**src/rtl/spline_feasibility_penalty_core_assert.svh**
```systemverilog
// assertion macros for the spline feasibility penalty core
// both macros sample on clk and are disabled while rst_n is low
`ifndef SPLINE_FEASIBILITY_PENALTY_CORE_ASSERT_SVH
`define SPLINE_FEASIBILITY_PENALTY_CORE_ASSERT_SVH

// same-cycle implication
`define SFP_ASSERT_NOW(name, ante, cons) \
    name: assert property (@(posedge clk) disable iff (!rst_n) (ante) |-> (cons)) \
        else $error("sfp assertion failed");

// next-cycle implication
`define SFP_ASSERT_NEXT(name, ante, cons) \
    name: assert property (@(posedge clk) disable iff (!rst_n) (ante) |=> (cons)) \
        else $error("sfp assertion failed");

`endif

```
**src/rtl/sfp_pkg.sv**
```systemverilog
// ----------------------------------------------------------------------------
// sfp_pkg
// shared constants, command and status types and saturating helpers
// ----------------------------------------------------------------------------
`default_nettype none

package sfp_pkg;

    localparam int POINT_MODULUS = 1024;
    localparam int PIDX_W        = 10;
    localparam int IN_TDATA_W    = 96;
    localparam int OUT_TDATA_W   = 224;
    localparam int CFG_IDX_W     = 2;
    localparam int OP_W          = 4;

    localparam logic [CFG_IDX_W-1:0] CFG_MAX_VEL = 2'd0;
    localparam logic [CFG_IDX_W-1:0] CFG_MAX_ACC = 2'd1;
    localparam logic [CFG_IDX_W-1:0] CFG_INV_INT = 2'd2;

    localparam logic [31:0] MAX_VEL_RST = 32'd196608;
    localparam logic [31:0] MAX_ACC_RST = 32'd131072;
    localparam logic [31:0] INV_INT_RST = 32'd655360;

    // multiply operations of the shared unit
    localparam logic [OP_W-1:0] OP_INV2 = 4'd0;
    localparam logic [OP_W-1:0] OP_INV3 = 4'd1;
    localparam logic [OP_W-1:0] OP_VM   = 4'd2;
    localparam logic [OP_W-1:0] OP_GV   = 4'd3;
    localparam logic [OP_W-1:0] OP_CV1  = 4'd4;
    localparam logic [OP_W-1:0] OP_CV   = 4'd5;
    localparam logic [OP_W-1:0] OP_AM   = 4'd6;
    localparam logic [OP_W-1:0] OP_GA   = 4'd7;
    localparam logic [OP_W-1:0] OP_CA   = 4'd8;

    // gradient slots: oldest, middle, newest point
    localparam logic [1:0] SLOT_OLD = 2'd0;
    localparam logic [1:0] SLOT_MID = 2'd1;
    localparam logic [1:0] SLOT_NEW = 2'd2;

    localparam logic [63:0] TERM_CAP = 64'h0001_0000_0000_0000;

    typedef logic signed [47:0] grad_t;
    typedef logic signed [51:0] term_t;

    typedef struct packed {
        logic            load;
        logic            mul_start;
        logic [OP_W-1:0] op;
        logic [1:0]      axis;
        logic            diff;
        logic            apply_v;
        logic            apply_a;
        logic            emit;
        logic [1:0]      emit_slot;
        logic            emit_end;
        logic            commit;
    } sfp_cmd_t;

    typedef struct packed {
        logic       mul_done;
        logic [1:0] fill;
        logic       last;
        logic       out_free;
    } sfp_status_t;

    typedef struct packed {
        logic              run_end;
        logic [63:0]       total_cost;
        grad_t             grad_z;
        grad_t             grad_y;
        grad_t             grad_x;
        logic [PIDX_W-1:0] point_index;
    } sfp_result_t;

    function automatic term_t make_term(input logic [63:0] g, input logic neg);
        logic [48:0] capped;
        logic [51:0] mag;
        capped = (g > TERM_CAP) ? TERM_CAP[48:0] : g[48:0];
        mag = {2'b00, capped, 1'b0};
        make_term = neg ? term_t'(-mag) : term_t'(mag);
    endfunction

    function automatic grad_t sat48_add(input grad_t acc, input term_t d);
        logic [52:0] s;
        s = {{5{acc[47]}}, acc} + {d[51], d};
        if (!s[52] && (s[52:47] != 6'h00))
            sat48_add = {1'b0, {47{1'b1}}};
        else if (s[52] && (s[52:47] != 6'h3f))
            sat48_add = {1'b1, {47{1'b0}}};
        else
            sat48_add = s[47:0];
    endfunction

    function automatic logic [63:0] add_sat_u64(input logic [63:0] a, input logic [63:0] b);
        logic [64:0] s;
        s = {1'b0, a} + {1'b0, b};
        add_sat_u64 = s[64] ? {64{1'b1}} : s[63:0];
    endfunction

endpackage

`default_nettype wire

```
**src/rtl/sfp_ctrl.sv**
```systemverilog
// ----------------------------------------------------------------------------
// sfp_ctrl
// sequencer: multiply steps per axis, penalty updates, result beats, commit
// ----------------------------------------------------------------------------
`default_nettype none

module sfp_ctrl (
    input  wire logic                 clk,
    input  wire logic                 rst_n,
    input  wire logic                 in_valid,
    output logic                      in_ready,
    output sfp_pkg::sfp_cmd_t         cmd,
    input  wire sfp_pkg::sfp_status_t status
);

    import sfp_pkg::*;

    localparam logic [2:0] ST_IDLE   = 3'd0;
    localparam logic [2:0] ST_ISSUE  = 3'd1;
    localparam logic [2:0] ST_WAIT   = 3'd2;
    localparam logic [2:0] ST_EMIT   = 3'd3;
    localparam logic [2:0] ST_COMMIT = 3'd4;

    localparam logic [3:0] SQ_INV2    = 4'd0;
    localparam logic [3:0] SQ_INV3    = 4'd1;
    localparam logic [3:0] SQ_DIFF    = 4'd2;
    localparam logic [3:0] SQ_VM      = 4'd3;
    localparam logic [3:0] SQ_GV      = 4'd4;
    localparam logic [3:0] SQ_CV1     = 4'd5;
    localparam logic [3:0] SQ_CV      = 4'd6;
    localparam logic [3:0] SQ_AM      = 4'd7;
    localparam logic [3:0] SQ_GA      = 4'd8;
    localparam logic [3:0] SQ_CA      = 4'd9;
    localparam logic [3:0] SQ_APPLY_V = 4'd10;
    localparam logic [3:0] SQ_APPLY_A = 4'd11;

    logic [2:0] state_reg, state_next;
    logic [3:0] seq_reg, seq_next;
    logic [1:0] axis_reg, axis_next;
    logic [1:0] slot_reg, slot_next;

    logic       adv;
    logic [1:0] first_slot;
    logic [1:0] last_slot;

    always_comb
    begin
        if (status.fill == 2'd2)
            first_slot = SLOT_OLD;
        else if (status.fill == 2'd1)
            first_slot = SLOT_MID;
        else
            first_slot = SLOT_NEW;
        last_slot = status.last ? SLOT_NEW : SLOT_OLD;
    end

    always_comb
    begin
        cmd        = '0;
        in_ready   = 1'b0;
        adv        = 1'b0;
        state_next = state_reg;
        seq_next   = seq_reg;
        axis_next  = axis_reg;
        slot_next  = slot_reg;

        case (seq_reg)
            SQ_INV2: cmd.op = OP_INV2;
            SQ_INV3: cmd.op = OP_INV3;
            SQ_VM:   cmd.op = OP_VM;
            SQ_GV:   cmd.op = OP_GV;
            SQ_CV1:  cmd.op = OP_CV1;
            SQ_CV:   cmd.op = OP_CV;
            SQ_AM:   cmd.op = OP_AM;
            SQ_GA:   cmd.op = OP_GA;
            SQ_CA:   cmd.op = OP_CA;
            default: cmd.op = OP_INV2;
        endcase
        cmd.axis      = axis_reg;
        cmd.emit_slot = slot_reg;
        cmd.emit_end  = status.last && (slot_reg == SLOT_NEW);

        case (state_reg)
            ST_IDLE:
            begin
                in_ready = 1'b1;
                if (in_valid)
                begin
                    cmd.load   = 1'b1;
                    seq_next   = SQ_INV2;
                    axis_next  = 2'd0;
                    state_next = ST_ISSUE;
                end
            end
            ST_ISSUE:
            begin
                case (seq_reg)
                    SQ_DIFF:
                    begin
                        cmd.diff = 1'b1;
                        adv      = 1'b1;
                    end
                    SQ_APPLY_V:
                    begin
                        cmd.apply_v = 1'b1;
                        adv         = 1'b1;
                    end
                    SQ_APPLY_A:
                    begin
                        cmd.apply_a = 1'b1;
                        adv         = 1'b1;
                    end
                    default:
                    begin
                        cmd.mul_start = 1'b1;
                        state_next    = ST_WAIT;
                    end
                endcase
            end
            ST_WAIT:
            begin
                if (status.mul_done)
                    adv = 1'b1;
            end
            ST_EMIT:
            begin
                if (status.out_free)
                begin
                    cmd.emit = 1'b1;
                    if (slot_reg == last_slot)
                        state_next = ST_COMMIT;
                    else
                        slot_next = slot_reg + 2'd1;
                end
            end
            ST_COMMIT:
            begin
                cmd.commit = 1'b1;
                state_next = ST_IDLE;
            end
            default:
            begin
                state_next = ST_IDLE;
            end
        endcase

        if (adv)
        begin
            state_next = ST_ISSUE;
            if (seq_reg == SQ_APPLY_A)
            begin
                if (axis_reg == 2'd2)
                begin
                    if (!status.last && (status.fill != 2'd2))
                        state_next = ST_COMMIT;
                    else
                    begin
                        slot_next  = first_slot;
                        state_next = ST_EMIT;
                    end
                end
                else
                begin
                    axis_next = axis_reg + 2'd1;
                    seq_next  = SQ_DIFF;
                end
            end
            else
            begin
                seq_next = seq_reg + 4'd1;
            end
        end
    end

    always_ff @(posedge clk or negedge rst_n)
    begin
        if (!rst_n)
        begin
            state_reg <= ST_IDLE;
            seq_reg   <= SQ_INV2;
            axis_reg  <= 2'd0;
            slot_reg  <= SLOT_OLD;
        end
        else
        begin
            state_reg <= state_next;
            seq_reg   <= seq_next;
            axis_reg  <= axis_next;
            slot_reg  <= slot_next;
        end
    end

endmodule

`default_nettype wire
```
**config.mk**
```make
export PLATFORM = sky130hd
export DESIGN_NAME = sfp_ctrl
export DESIGN_NICKNAME = d
export VERILOG_FILES = /design/src/rtl/spline_feasibility_penalty_core_assert.svh /design/src/rtl/sfp_pkg.sv /design/src/rtl/sfp_ctrl.sv
export SDC_FILE = /design/constraint.sdc
export NUM_CORES = 1
export LEC_CHECK = 0
export BUFFER_PORTS_ARGS = -buffer_cell sky130_fd_sc_hd__clkbuf_2
export CAP_MARGIN = 20
export CORE_UTILIZATION = 51
export DETAILED_ROUTE_END_ITERATION = 12
export PLACE_DENSITY_LB_ADDON = 0.25
export SLEW_MARGIN = 0
export SYNTH_ARGS = -nofsm -noshare
export SYNTH_HDL_FRONTEND = slang
export SYNTH_SLANG_ARGS = --single-unit
export TNS_END_PERCENT = 10
```
**constraint.sdc**
```tcl
create_clock -name clk -period 2.2 [get_ports clk]
set_input_delay 0.33 -clock clk [delete_from_list [all_inputs] [get_ports clk]]
set_output_delay 0.33 -clock clk [all_outputs]
set_load 0.02 [all_outputs]
```
Word-level counts from Yosys, hierarchy flattened
Memories as Yosys holds them, arrays and structs flattened.
Cells that the tools add are included.
{"block": "word_totals", "reg_bits": 11, "inputBits": 8, "word_cells": 76, "mem_bits_ro": 64, "memories": 1}
{"block": "classes", "n_reduce_logical": 6, "add_sub_neg": 3, "n_mux": 44, "n_eq_ne": 18}
{"name": "(no name shown)", "words": 16, "width": 4, "rd": 1, "rd_clocked_by_memory_dff": 0, "write_ports": 0, "line": "sfp_ctrl.sv:67", "rtl": "case (seq_reg)"}
{"op": "2-to-1 mux 2 bit", "count": 15}
{"op": "2-to-1 mux 3 bit", "count": 9}
{"op": "2-to-1 mux 4 bit", "count": 5}
{"op": "2-to-1 mux 1 bit", "count": 13}
{"op": "inequality test 3 bit, second input constant", "count": 4}
{"op": "one-hot mux 3 bit (4 select lines)", "count": 1}
{"op": "== test 4 bit, second input constant", "count": 2}
{"op": "== test 2 bit, second input constant", "count": 3}
{"op": "== test 3 x 2 -> 1 bit, second input constant", "count": 2}
{"op": "AND reduction 5 bit", "count": 1}
{"op": "adder 2 x 1 -> 2 bit, second input constant", "count": 2}
{"op": "adder 4 x 1 -> 4 bit, second input constant", "count": 1}
{"op": "== test 4 x 2 -> 1 bit, second input constant", "count": 1}
{"op": "inequality test 2 bit, second input constant", "count": 2}
{"op": "== test 3 x 1 -> 1 bit, second input constant", "count": 1}
{"op": "== test 3 bit, second input constant", "count": 1}
{"op": "logical NOT 3 bit", "count": 1}
{"op": "OR reduction 3 bit", "count": 1}
{"op": "== test 2 x 1 -> 1 bit, second input constant", "count": 1}
{"op": "== test 2 bit", "count": 1}
{"op": "logical AND 1 bit", "count": 2}
{"op": "one-hot mux 1 bit (2 select lines)", "count": 1}
{"op": "logical NOT 1 bit", "count": 1}

Logic depth before layout (Yosys ltp)
Gate-level depths: netlist (run 1).
{"block": "depth", "ltp_word": 9, "depth_mapped": 6, "ltp_nobuf": 6}

Least setup slack after synthesis (run 1)
No wires, ideal clock.
{"block": "synth_timing", "path_type": "register to output", "start": "reg seq_reg[0]", "end": "out cmd[6] (netlist bit)", "setup_slack_ps": 186, "arrival_time_ps": 1684, "path_stages_with_launch": 5, "cell_sequence": "dfrtp_1 > inv_1 > ha_1 > or3b_2 > nor3b_1"}
{"element": "start, declared", "line": "sfp_ctrl.sv:38", "rtl": "logic [3:0] seq_reg, seq_next;"}
{"element": "start signal, assigned", "line": "sfp_ctrl.sv:187", "rtl": "seq_reg <= seq_next;"}
{"element": "end, declared", "line": "sfp_ctrl.sv:12", "rtl": "output sfp_pkg::sfp_cmd_t cmd,"}

==> impl_metrics.env, run 1 <==
export IMPL_multi_input_area_um2=612
export IMPL_initialDrtViolationCount=27
export IMPL_timing_rr_start="seq_reg[0]"
export IMPL_preCtsSetupSlack_ps=252
export IMPL_syn_nets=117
export IMPL_fillerInstances=162
export IMPL_fp_dieW_um=44.9
export IMPL_fin_crit_sh=0.954
export IMPL_startpoint_type="flip-flop"
export IMPL_drtAntennaViolNets=0
export IMPL_yosys_warnings=0
export IMPL_stdcell_area_um2=1120
export IMPL_startpoint="state_reg[1]"
export IMPL_grt_first_pass_wirelength_um=3180
export IMPL_cts_buffers=3
export IMPL_rows=15
export IMPL_grt_max_degree=14
export IMPL_drc_errors=0
export IMPL_die_area_um2=2020
export IMPL_via_per_inst=5.51
export IMPL_largest_register_ff_count=4
export IMPL_grt_use_total=0.225
export IMPL_synth_cells=101
export IMPL_power_leakage_nw=0.591
export IMPL_grt_ovfl_total=0
export IMPL_clk_pin_slew_ps=70
export IMPL_yosysSeqAreaShare=0.293
export IMPL_dpl_hpwl_um=1520
export IMPL_required_ps=1870
export IMPL_die_height_um=44.9
export IMPL_grt_pass1_vias=708
export IMPL_syn_area_um2=938
export IMPL_post_synth_cell_area_avg_um2=9.29
export IMPL_max_freq_mhz=477
export IMPL_clk_latency_ps=280
export IMPL_antenna_found_initial=0
export IMPL_path_class="flip-flop to output pin"
export IMPL_setup_slack_ps=102
export IMPL_status="completed"
export IMPL_finClkSkew_ps=4.91
export IMPL_drive_gt1_frac=0.339
export IMPL_coreArea_um2=1730
export IMPL_cts_sinks=11
export IMPL_crit_arrival_ps=1770
export IMPL_diodes=0
export IMPL_area_delta_synth_final_pct=19.5
export IMPL_seqCellArea_um2=278
export IMPL_layout_min_cycle_time_ps=2100
export IMPL_totalWireLength_um=2060
export IMPL_vdd_drop_max_mv=0.684
export IMPL_drtPass1Iterations=4
export IMPL_worstMarginPinSlew_ps=444
export IMPL_synth_seq_cells=11
export IMPL_cap_violations=0
export IMPL_wl_per_cell_um=13.5
export IMPL_hp_class="input port to flip-flop"
export IMPL_tns_ps=0
export IMPL_rsz0062_at_grt="no"
export IMPL_power_density_nw_per_um2=1260
export IMPL_relSlewSlack=0.704
export IMPL_min_from="status[3]"
export IMPL_hold_viol_final=0
export IMPL_cp_max_fo=8
export IMPL_vias=837
export IMPL_cts_tree="yes"
export IMPL_final_common_cell="clkbuf_2"
export IMPL_setup_viol=0
export IMPL_p_total_mw=1.41
export IMPL_start_util=0.543
export IMPL_end_kind="output pin"
export IMPL_io_pins=25
export IMPL_slew_viol_final=0
export IMPL_root_buffer="clkbuf_4"
export IMPL_port_buffers=24
export IMPL_layout_common_cells="22 x clkbuf_2, 9 x nand2_1, 9 x dfrtp_1, 8 x inv_1, 7 x ha_1"
export IMPL_cts_buffer_depth=2
export IMPL_routabilityCongestion=0.765
export IMPL_postSynth_asyncResetShare=1.00
export IMPL_synthFlopType="dfrtp_1"
export IMPL_synth_edf_count=0
export IMPL_h_tree_depth=1
export IMPL_nets=144
export IMPL_yosysUniqueCellTypes=39
export IMPL_place_area_um2=1060
## per-layer routing
metal	vias up	GRT usage	wire length [um]
li1	417	-	-
met1	387	0.289	930
met2	28	0.368	999
met3	5	0.0480	95
met4	0	0.0909	33
met5	-	0	0
## cells in the mapped netlist, drive strengths merged, types with 2 or more instances
cell type	instances	share of area
nand2b	3	0.020
and2	2	0.013
nor3b	2	0.028
a21o	2	0.024
nand4	2	0.013
nand2	9	0.036
nand3b	2	0.043
mux2	2	0.032
o211ai	2	0.016
buf	3	0.023
nor2	6	0.024
nand3	4	0.021
a21oi	6	0.036
dfrtp	11	0.29
o22ai	4	0.027
nor3	3	0.016
o21ai	3	0.016
mux2i	3	0.032
inv	9	0.036
ha	8	0.11
## critical path, cell delays in order, from the launching register on
cell,delay (ps)
dfrtp_2,470
nand2b_1,200
or3b_2,490
nor3b_2,180
buf_4,160
## power by group
part           internal [mW]  switching (mW)  total, mW  leakage [nW]
clock network         0.0704          0.0767      0.147        0.0150
logic                  0.360           0.491      0.851         0.435
registers              0.275           0.134      0.409         0.141
## final cells by class
cell class / count / area share
Timing Repair Buffer: 26 / 0.125
Tap cell: 25 / 0.0279
Inverter: 9 / 0.0301
Sequential cell: 11 / 0.248
Clock buffer: 4 / 0.0234
Multi-Input combinational cell: 77 / 0.546
## logic make-up (layout without fill, tap and decap cells)
logic type	after synthesis	in the layout	synth area share
xor+xnor	1	1	0.00934
buf+inv	13	39	0.0627
fa+ha+maj	8	8	0.107
simple gates	40	40	0.292
compound gates	23	23	0.172
flops	11	11	0.293
mux	5	5	0.0640
## final timing paths
check | slack, ps | endpoint | cells past startpoint
max | 100 | cmd[6] | 4
min | 420 | slot_reg[1] | 3
max reg2reg | 280 | seq_reg[1] | 6
min reg2reg | 540 | axis_reg[1] | 1
max in group asynchronous | 1480 | state_reg[1] | 2
min in group asynchronous | 480 | seq_reg[2] | 2
## per-stage QoR
step	cells	hold slack (ps)	utilization
global route	152	423	0.649
detailed placement	146	224	0.617
CTS	152	407	0.645
global placement	146	220	0.617
floorplan	101	34.4	-
finish	152	420	0.649
## repair_timing
| item | CTS | global route |
|---|---|---|
| resized for setup | 3 | 5 |
| hold buffers | 1 | 0 |
| setup buffers | 1 | 0 |
| hold endpoints to repair | 11 | 0 |
| gates cloned | 0 | 0 |
| setup endpoints to repair | 1 | 2 |
No activity file was read; power rests on OpenSTA's default activity.
==> inputs of run 2 (changes only) <==
--- a/config.mk
+++ b/config.mk
@@ -10,6 +10,7 @@
 export CORE_UTILIZATION = 51
 export DETAILED_ROUTE_END_ITERATION = 12
 export PLACE_DENSITY_LB_ADDON = 0.25
+export RECOVER_POWER = 100
 export SLEW_MARGIN = 0
 export SYNTH_ARGS = -nofsm -noshare
 export SYNTH_HDL_FRONTEND = slang
==> impl_metrics.env, run 2 (synthesized netlist as in run 1, its figures left out) <==
export IMPL_status="completed"
export IMPL_hold_depth=3
export IMPL_wl_per_cell_um=13.4
export IMPL_startpoint_type="flip-flop"
export IMPL_min_to="state_reg[2]"
export IMPL_hold_viol_final=0
export IMPL_hp_class="input port to flip-flop"
export IMPL_tns_ps=0
export IMPL_h_tree_depth=1
export IMPL_crit_slowest_cell="or3b_2"
export IMPL_vdd_drop_max_mv=0.660
export IMPL_die_height_um=44.9
export IMPL_seqCellArea_um2=278
export IMPL_grt_pass1_vias=708
export IMPL_via_per_inst=5.55
export IMPL_clk_pin_slew_ps=70
export IMPL_min_from="status[0]"
export IMPL_rows=15
export IMPL_worstMarginPinSlew_ps=603
export IMPL_dpl_hpwl_um=1520
export IMPL_max_freq_mhz=478
export IMPL_largest_register_ff_count=4
export IMPL_end_kind="output pin"
export IMPL_finClkSkew_ps=3.96
export IMPL_path_buf_inv=1
export IMPL_combPwrFrac=0.593
export IMPL_rsz0062_at_grt="no"
export IMPL_r2r_slack_ps=160
export IMPL_cts_tree="yes"
export IMPL_root_buffer="clkbuf_4"
export IMPL_crit_arrival_ps=1760
export IMPL_grt_ovfl_total=0
export IMPL_io_pins=25
export IMPL_cp_num_cells=4
export IMPL_dp_cells=146
export IMPL_nets=144
export IMPL_fp_dieW_um=44.9
export IMPL_power_density_nw_per_um2=1250
export IMPL_critical_path_top_delay_family="simple AND/OR/NAND/NOR gates"
export IMPL_crit_path_cell_trace="nand2b_1, or3b_2, nor3b_2, buf_4"
export IMPL_drtAntennaViolNets=0
export IMPL_timing_rr_start="seq_reg[0]"
export IMPL_drive_gt1_frac=0.220
export IMPL_cap_violations=0
export IMPL_path_class="flip-flop to output pin"
export IMPL_drtPass1Iterations=4
export IMPL_grt_first_pass_wirelength_um=3180
export IMPL_totalWireLength_um=2040
export IMPL_diodes=0
export IMPL_cts_sinks=11
export IMPL_setup_viol=0
export IMPL_drc_errors=0
export IMPL_cts_buffers=3
export IMPL_die_area_um2=2020
export IMPL_power_leakage_nw=0.545
export IMPL_p_switching_mw=0.693
export IMPL_start_util=0.543
export IMPL_vias=843
export IMPL_layout_min_cycle_time_ps=2090
export IMPL_initialDrtViolationCount=24
export IMPL_grt_use_total=0.225
export IMPL_routabilityCongestion=0.765
export IMPL_slew_viol_final=0
export IMPL_internal_power_mw=0.671
export IMPL_required_ps=1870
export IMPL_port_buffers=24
export IMPL_layout_common_cells="15 x clkbuf_1, 9 x nand2_1, 9 x dfrtp_1, 9 x clkbuf_2, 8 x inv_1"
export IMPL_antenna_found_initial=0
export IMPL_p_seq_frac=0.300
export IMPL_clk_latency_ps=270
export IMPL_slowest_delay_ps=480
export IMPL_pwr_share_clk=0.107
export IMPL_rr_endpoint="slot_reg[1]"
export IMPL_relSlewSlack=0.598
export IMPL_cp_max_fo=8
export IMPL_multi_input_area_um2=598
export IMPL_fillerInstances=173
export IMPL_coreArea_um2=1730
export IMPL_grt_max_degree=14
export IMPL_fin_cells=152
export IMPL_cts_buffer_depth=2
export IMPL_rr_worst_depth=6
export IMPL_fin_crit_sh=0.951
export IMPL_area_delta_synth_final_pct=15.9
export IMPL_switching_share=0.508
export IMPL_final_common_cell="clkbuf_1"
==> run 2: worst register-to-register path, stage by stage, from the launching register on <==
cell and delay, ps:
dfrtp_2 370, clkbuf_1 240, ha_1 320, nand3b_4 150
nor3b_2 380, nand3b_4 150, mux2_4 320
==> run 2: stage by stage <==
step	hold slack, ps	power (mW)	area, um^2	utilization	worst slack, ps
3_5_place_dp	224	1.23	1060	0.617	252
4_1_cts	407	1.40	1110	0.645	13.6
6_report	418	1.36	1090	0.630	107
2_1_floorplan	34.4	1.02	938	-	186
3_3_place_gp	220	1.20	1060	0.617	325
5_1_grt	423	1.49	1090	0.630	14.5
==> run 2: worst max path at each step <==
| stage | to | startpoint | slack (ps) |
|---|---|---|---|
| 6_report | cmd[6] | state_reg[1] | 110 |
| 2_1_floorplan | cmd[6] | seq_reg[0] | 190 |
| 3_5_place_dp | cmd[6] | seq_reg[0] | 250 |
| 4_1_cts | cmd[6] | seq_reg[0] | 10 |
| 3_3_place_gp | cmd[6] | seq_reg[0] | 320 |
| 5_1_grt | cmd[6] | state_reg[1] | 10 |
==> run 2: cell type report <==
cell class,count,share of cell area
Inverter,9,0.0311
Clock buffer,4,0.0242
Timing Repair Buffer,26,0.110
Tap cell,25,0.0288
Multi-Input combinational cell,77,0.550
Sequential cell,11,0.255
==> run 2: routing by layer <==
metal  vias up  wire length [um]  track usage
met1       386               933        0.289
met3         6                90       0.0480
met2        32               989        0.368
met5         -                 0            0
met4         0                29       0.0909
li1        419                 -            -
==> run 2: power groups by stage <==
stage / clock, mW / sequential, mW / combinational (mW)
final: 0.145 / 0.409 / 0.810
after global routing: 0.160 / 0.425 / 0.901
after CTS: 0.150 / 0.403 / 0.849
after detailed placement: 0 / 0.414 / 0.818
after global placement: 0 / 0.407 / 0.793
after floorplan: 0 / 0.366 / 0.659
==> run 2: repair_timing <==
item	in CTS	in global routing
endpoints found under the hold margin	11	0
setup buffers	1	0
endpoints found under the setup margin	1	2
hold buffers	1	0
gates resized for setup	3	5
==> inputs of run 3 (changes only) <==
--- a/config.mk
+++ b/config.mk
@@ -5,10 +5,10 @@
 export SDC_FILE = /design/constraint.sdc
 export NUM_CORES = 1
 export LEC_CHECK = 0
-export BUFFER_PORTS_ARGS = -buffer_cell sky130_fd_sc_hd__clkbuf_2
 export CAP_MARGIN = 20
-export CORE_UTILIZATION = 51
+export CORE_UTILIZATION = 53
 export DETAILED_ROUTE_END_ITERATION = 12
+export DONT_BUFFER_PORTS = 1
 export PLACE_DENSITY_LB_ADDON = 0.25
 export RECOVER_POWER = 100
 export SLEW_MARGIN = 0
==> impl_metrics.env, run 3 (synthesized netlist as in run 1, its figures left out) <==
export IMPL_layout_common_cells="10 x dfrtp_1, 9 x nand2_1, 8 x inv_1, 8 x ha_1"
export IMPL_worst_hold_slack_ps=296
export IMPL_port_buffers=0
export IMPL_rsz0062_at_grt="no"
export IMPL_totalWireLength_um=1730
export IMPL_relSlewSlack=0.541
export IMPL_required_ps=1870
export IMPL_largest_register_ff_count=4
export IMPL_stdcell_area_um2=977
export IMPL_fp_dieW_um=44.1
export IMPL_hp_class="input port to flip-flop"
export IMPL_cts_buffer_depth=2
export IMPL_grt_ovfl_total=0
export IMPL_p_seq_frac=0.341
export IMPL_final_common_cell="dfrtp_1"
export IMPL_diodes=0
export IMPL_cts_tree="yes"
export IMPL_io_pins=25
export IMPL_cp_max_fo=5
export IMPL_grt_first_pass_wirelength_um=2790
export IMPL_finClkSkew_ps=1.92
export IMPL_layout_min_cycle_time_ps=2090
export IMPL_wl_per_cell_um=14.2
export IMPL_switching_share=0.506
export IMPL_die_height_um=44.1
export IMPL_routabilityCongestion=0.801
export IMPL_dpl_hpwl_um=1370
export IMPL_nets=123
export IMPL_setup_viol=0
export IMPL_rr_worst_depth=5
export IMPL_crit_arrival_ps=1760
export IMPL_status="completed"
export IMPL_grt_pass1_vias=672
export IMPL_vdd_drop_max_mv=0.565
export IMPL_startpoint_type="flip-flop"
export IMPL_coreArea_um2=1580
export IMPL_rows=14
export IMPL_end_kind="output pin"
export IMPL_die_area_um2=1940
export IMPL_power_density_nw_per_um2=1290
export IMPL_antenna_found_initial=0
export IMPL_power_leakage_nw=0.485
export IMPL_grt_use_total=0.192
export IMPL_drc_errors=0
export IMPL_cap_violations=0
export IMPL_clk_latency_ps=270
export IMPL_hold_depth=2
export IMPL_path_class="flip-flop to output pin"
export IMPL_vias=750
export IMPL_start_util=0.595
export IMPL_max_freq_mhz=479
export IMPL_slew_viol_final=0
export IMPL_tns_ps=0
export IMPL_root_buffer="clkbuf_4"
export IMPL_initialDrtViolationCount=12
export IMPL_combPwrFrac=0.550
export IMPL_internal_power_mw=0.625
export IMPL_pwr_share_clk=0.109
export IMPL_cts_sinks=11
export IMPL_drive_gt1_frac=0.142
export IMPL_worstMarginPinSlew_ps=688
export IMPL_fin_util=0.620
export IMPL_place_area_um2=956
export IMPL_grt_max_degree=14
export IMPL_clk_pin_slew_ps=70
export IMPL_drtPass1Iterations=4
export IMPL_fillerInstances=136
export IMPL_r2r_slack_ps=160
export IMPL_hold_viol_final=0
export IMPL_fin_crit_sh=0.949
export IMPL_area_delta_synth_final_pct=4.13
export IMPL_via_per_inst=6.15
export IMPL_drtAntennaViolNets=0
export IMPL_p_switching_mw=0.640
export IMPL_h_tree_depth=1
export IMPL_cts_buffers=3
==> run 3: stage by stage <==
step | setup WS (ps) | cells | power [mW]
final | 112 | 122 | 1.27
after global routing | 4.31 | 122 | 1.38
after CTS | 13.4 | 121 | 1.29
after detailed placement | 301 | 116 | 1.15
after global placement | 351 | 116 | 1.13
after floorplan | 186 | 101 | 1.02
==> run 3: metal layers <==
layer,global-route usage,vias up,routed length [um]
met2,0.306,20,853
met4,0.0727,0,9
li1,-,377,-
met1,0.264,351,790
met3,0.0286,2,76
met5,0,-,0
==> run 3: critical path, cell delays in order (launching register included) <==
cell and delay (ps):
dfrtp_2 440, inv_2 80, ha_1 160, or3b_2 470, nor3b_2 180, buf_4 160
==> run 3: cell type report <==
class                      count  area [um^2]  area share
clock buffer                   4         26.3      0.0269
inverter                       9         33.8      0.0346
multi-input combinational     77          587       0.601
sequential                    11          277       0.283
tap                           16         20.0      0.0205
timing repair buffer           5         33.8      0.0346
==> run 3: path summary, 6_finish.rpt <==
path	endpoint	start
max reg2reg	slot_reg[0]	seq_reg[1]
max	cmd[6]	seq_reg[0]
min	slot_reg[1]	status[3]
min in group asynchronous	axis_reg[1]	rst_n
max in group asynchronous	seq_reg[0]	rst_n
min reg2reg	seq_reg[0]	seq_reg[0]
==> run 3: power by group through the flow <==
stage | Combinational, mW | Clock, mW | Sequential [mW]
global route | 0.778 | 0.149 | 0.449
floorplan | 0.659 | 0 | 0.366
CTS | 0.718 | 0.143 | 0.433
finish | 0.696 | 0.138 | 0.431
global placement | 0.703 | 0 | 0.432
detailed placement | 0.711 | 0 | 0.435
==> run 3: timing repair <==
item / 4_1_cts / 5_1_grt
endpoints found under the setup margin: 1 / 2
setup buffers: 0 / 1
hold buffers: 1 / 0
hold endpoints to repair: 11 / 0
resized for setup: 1 / 2
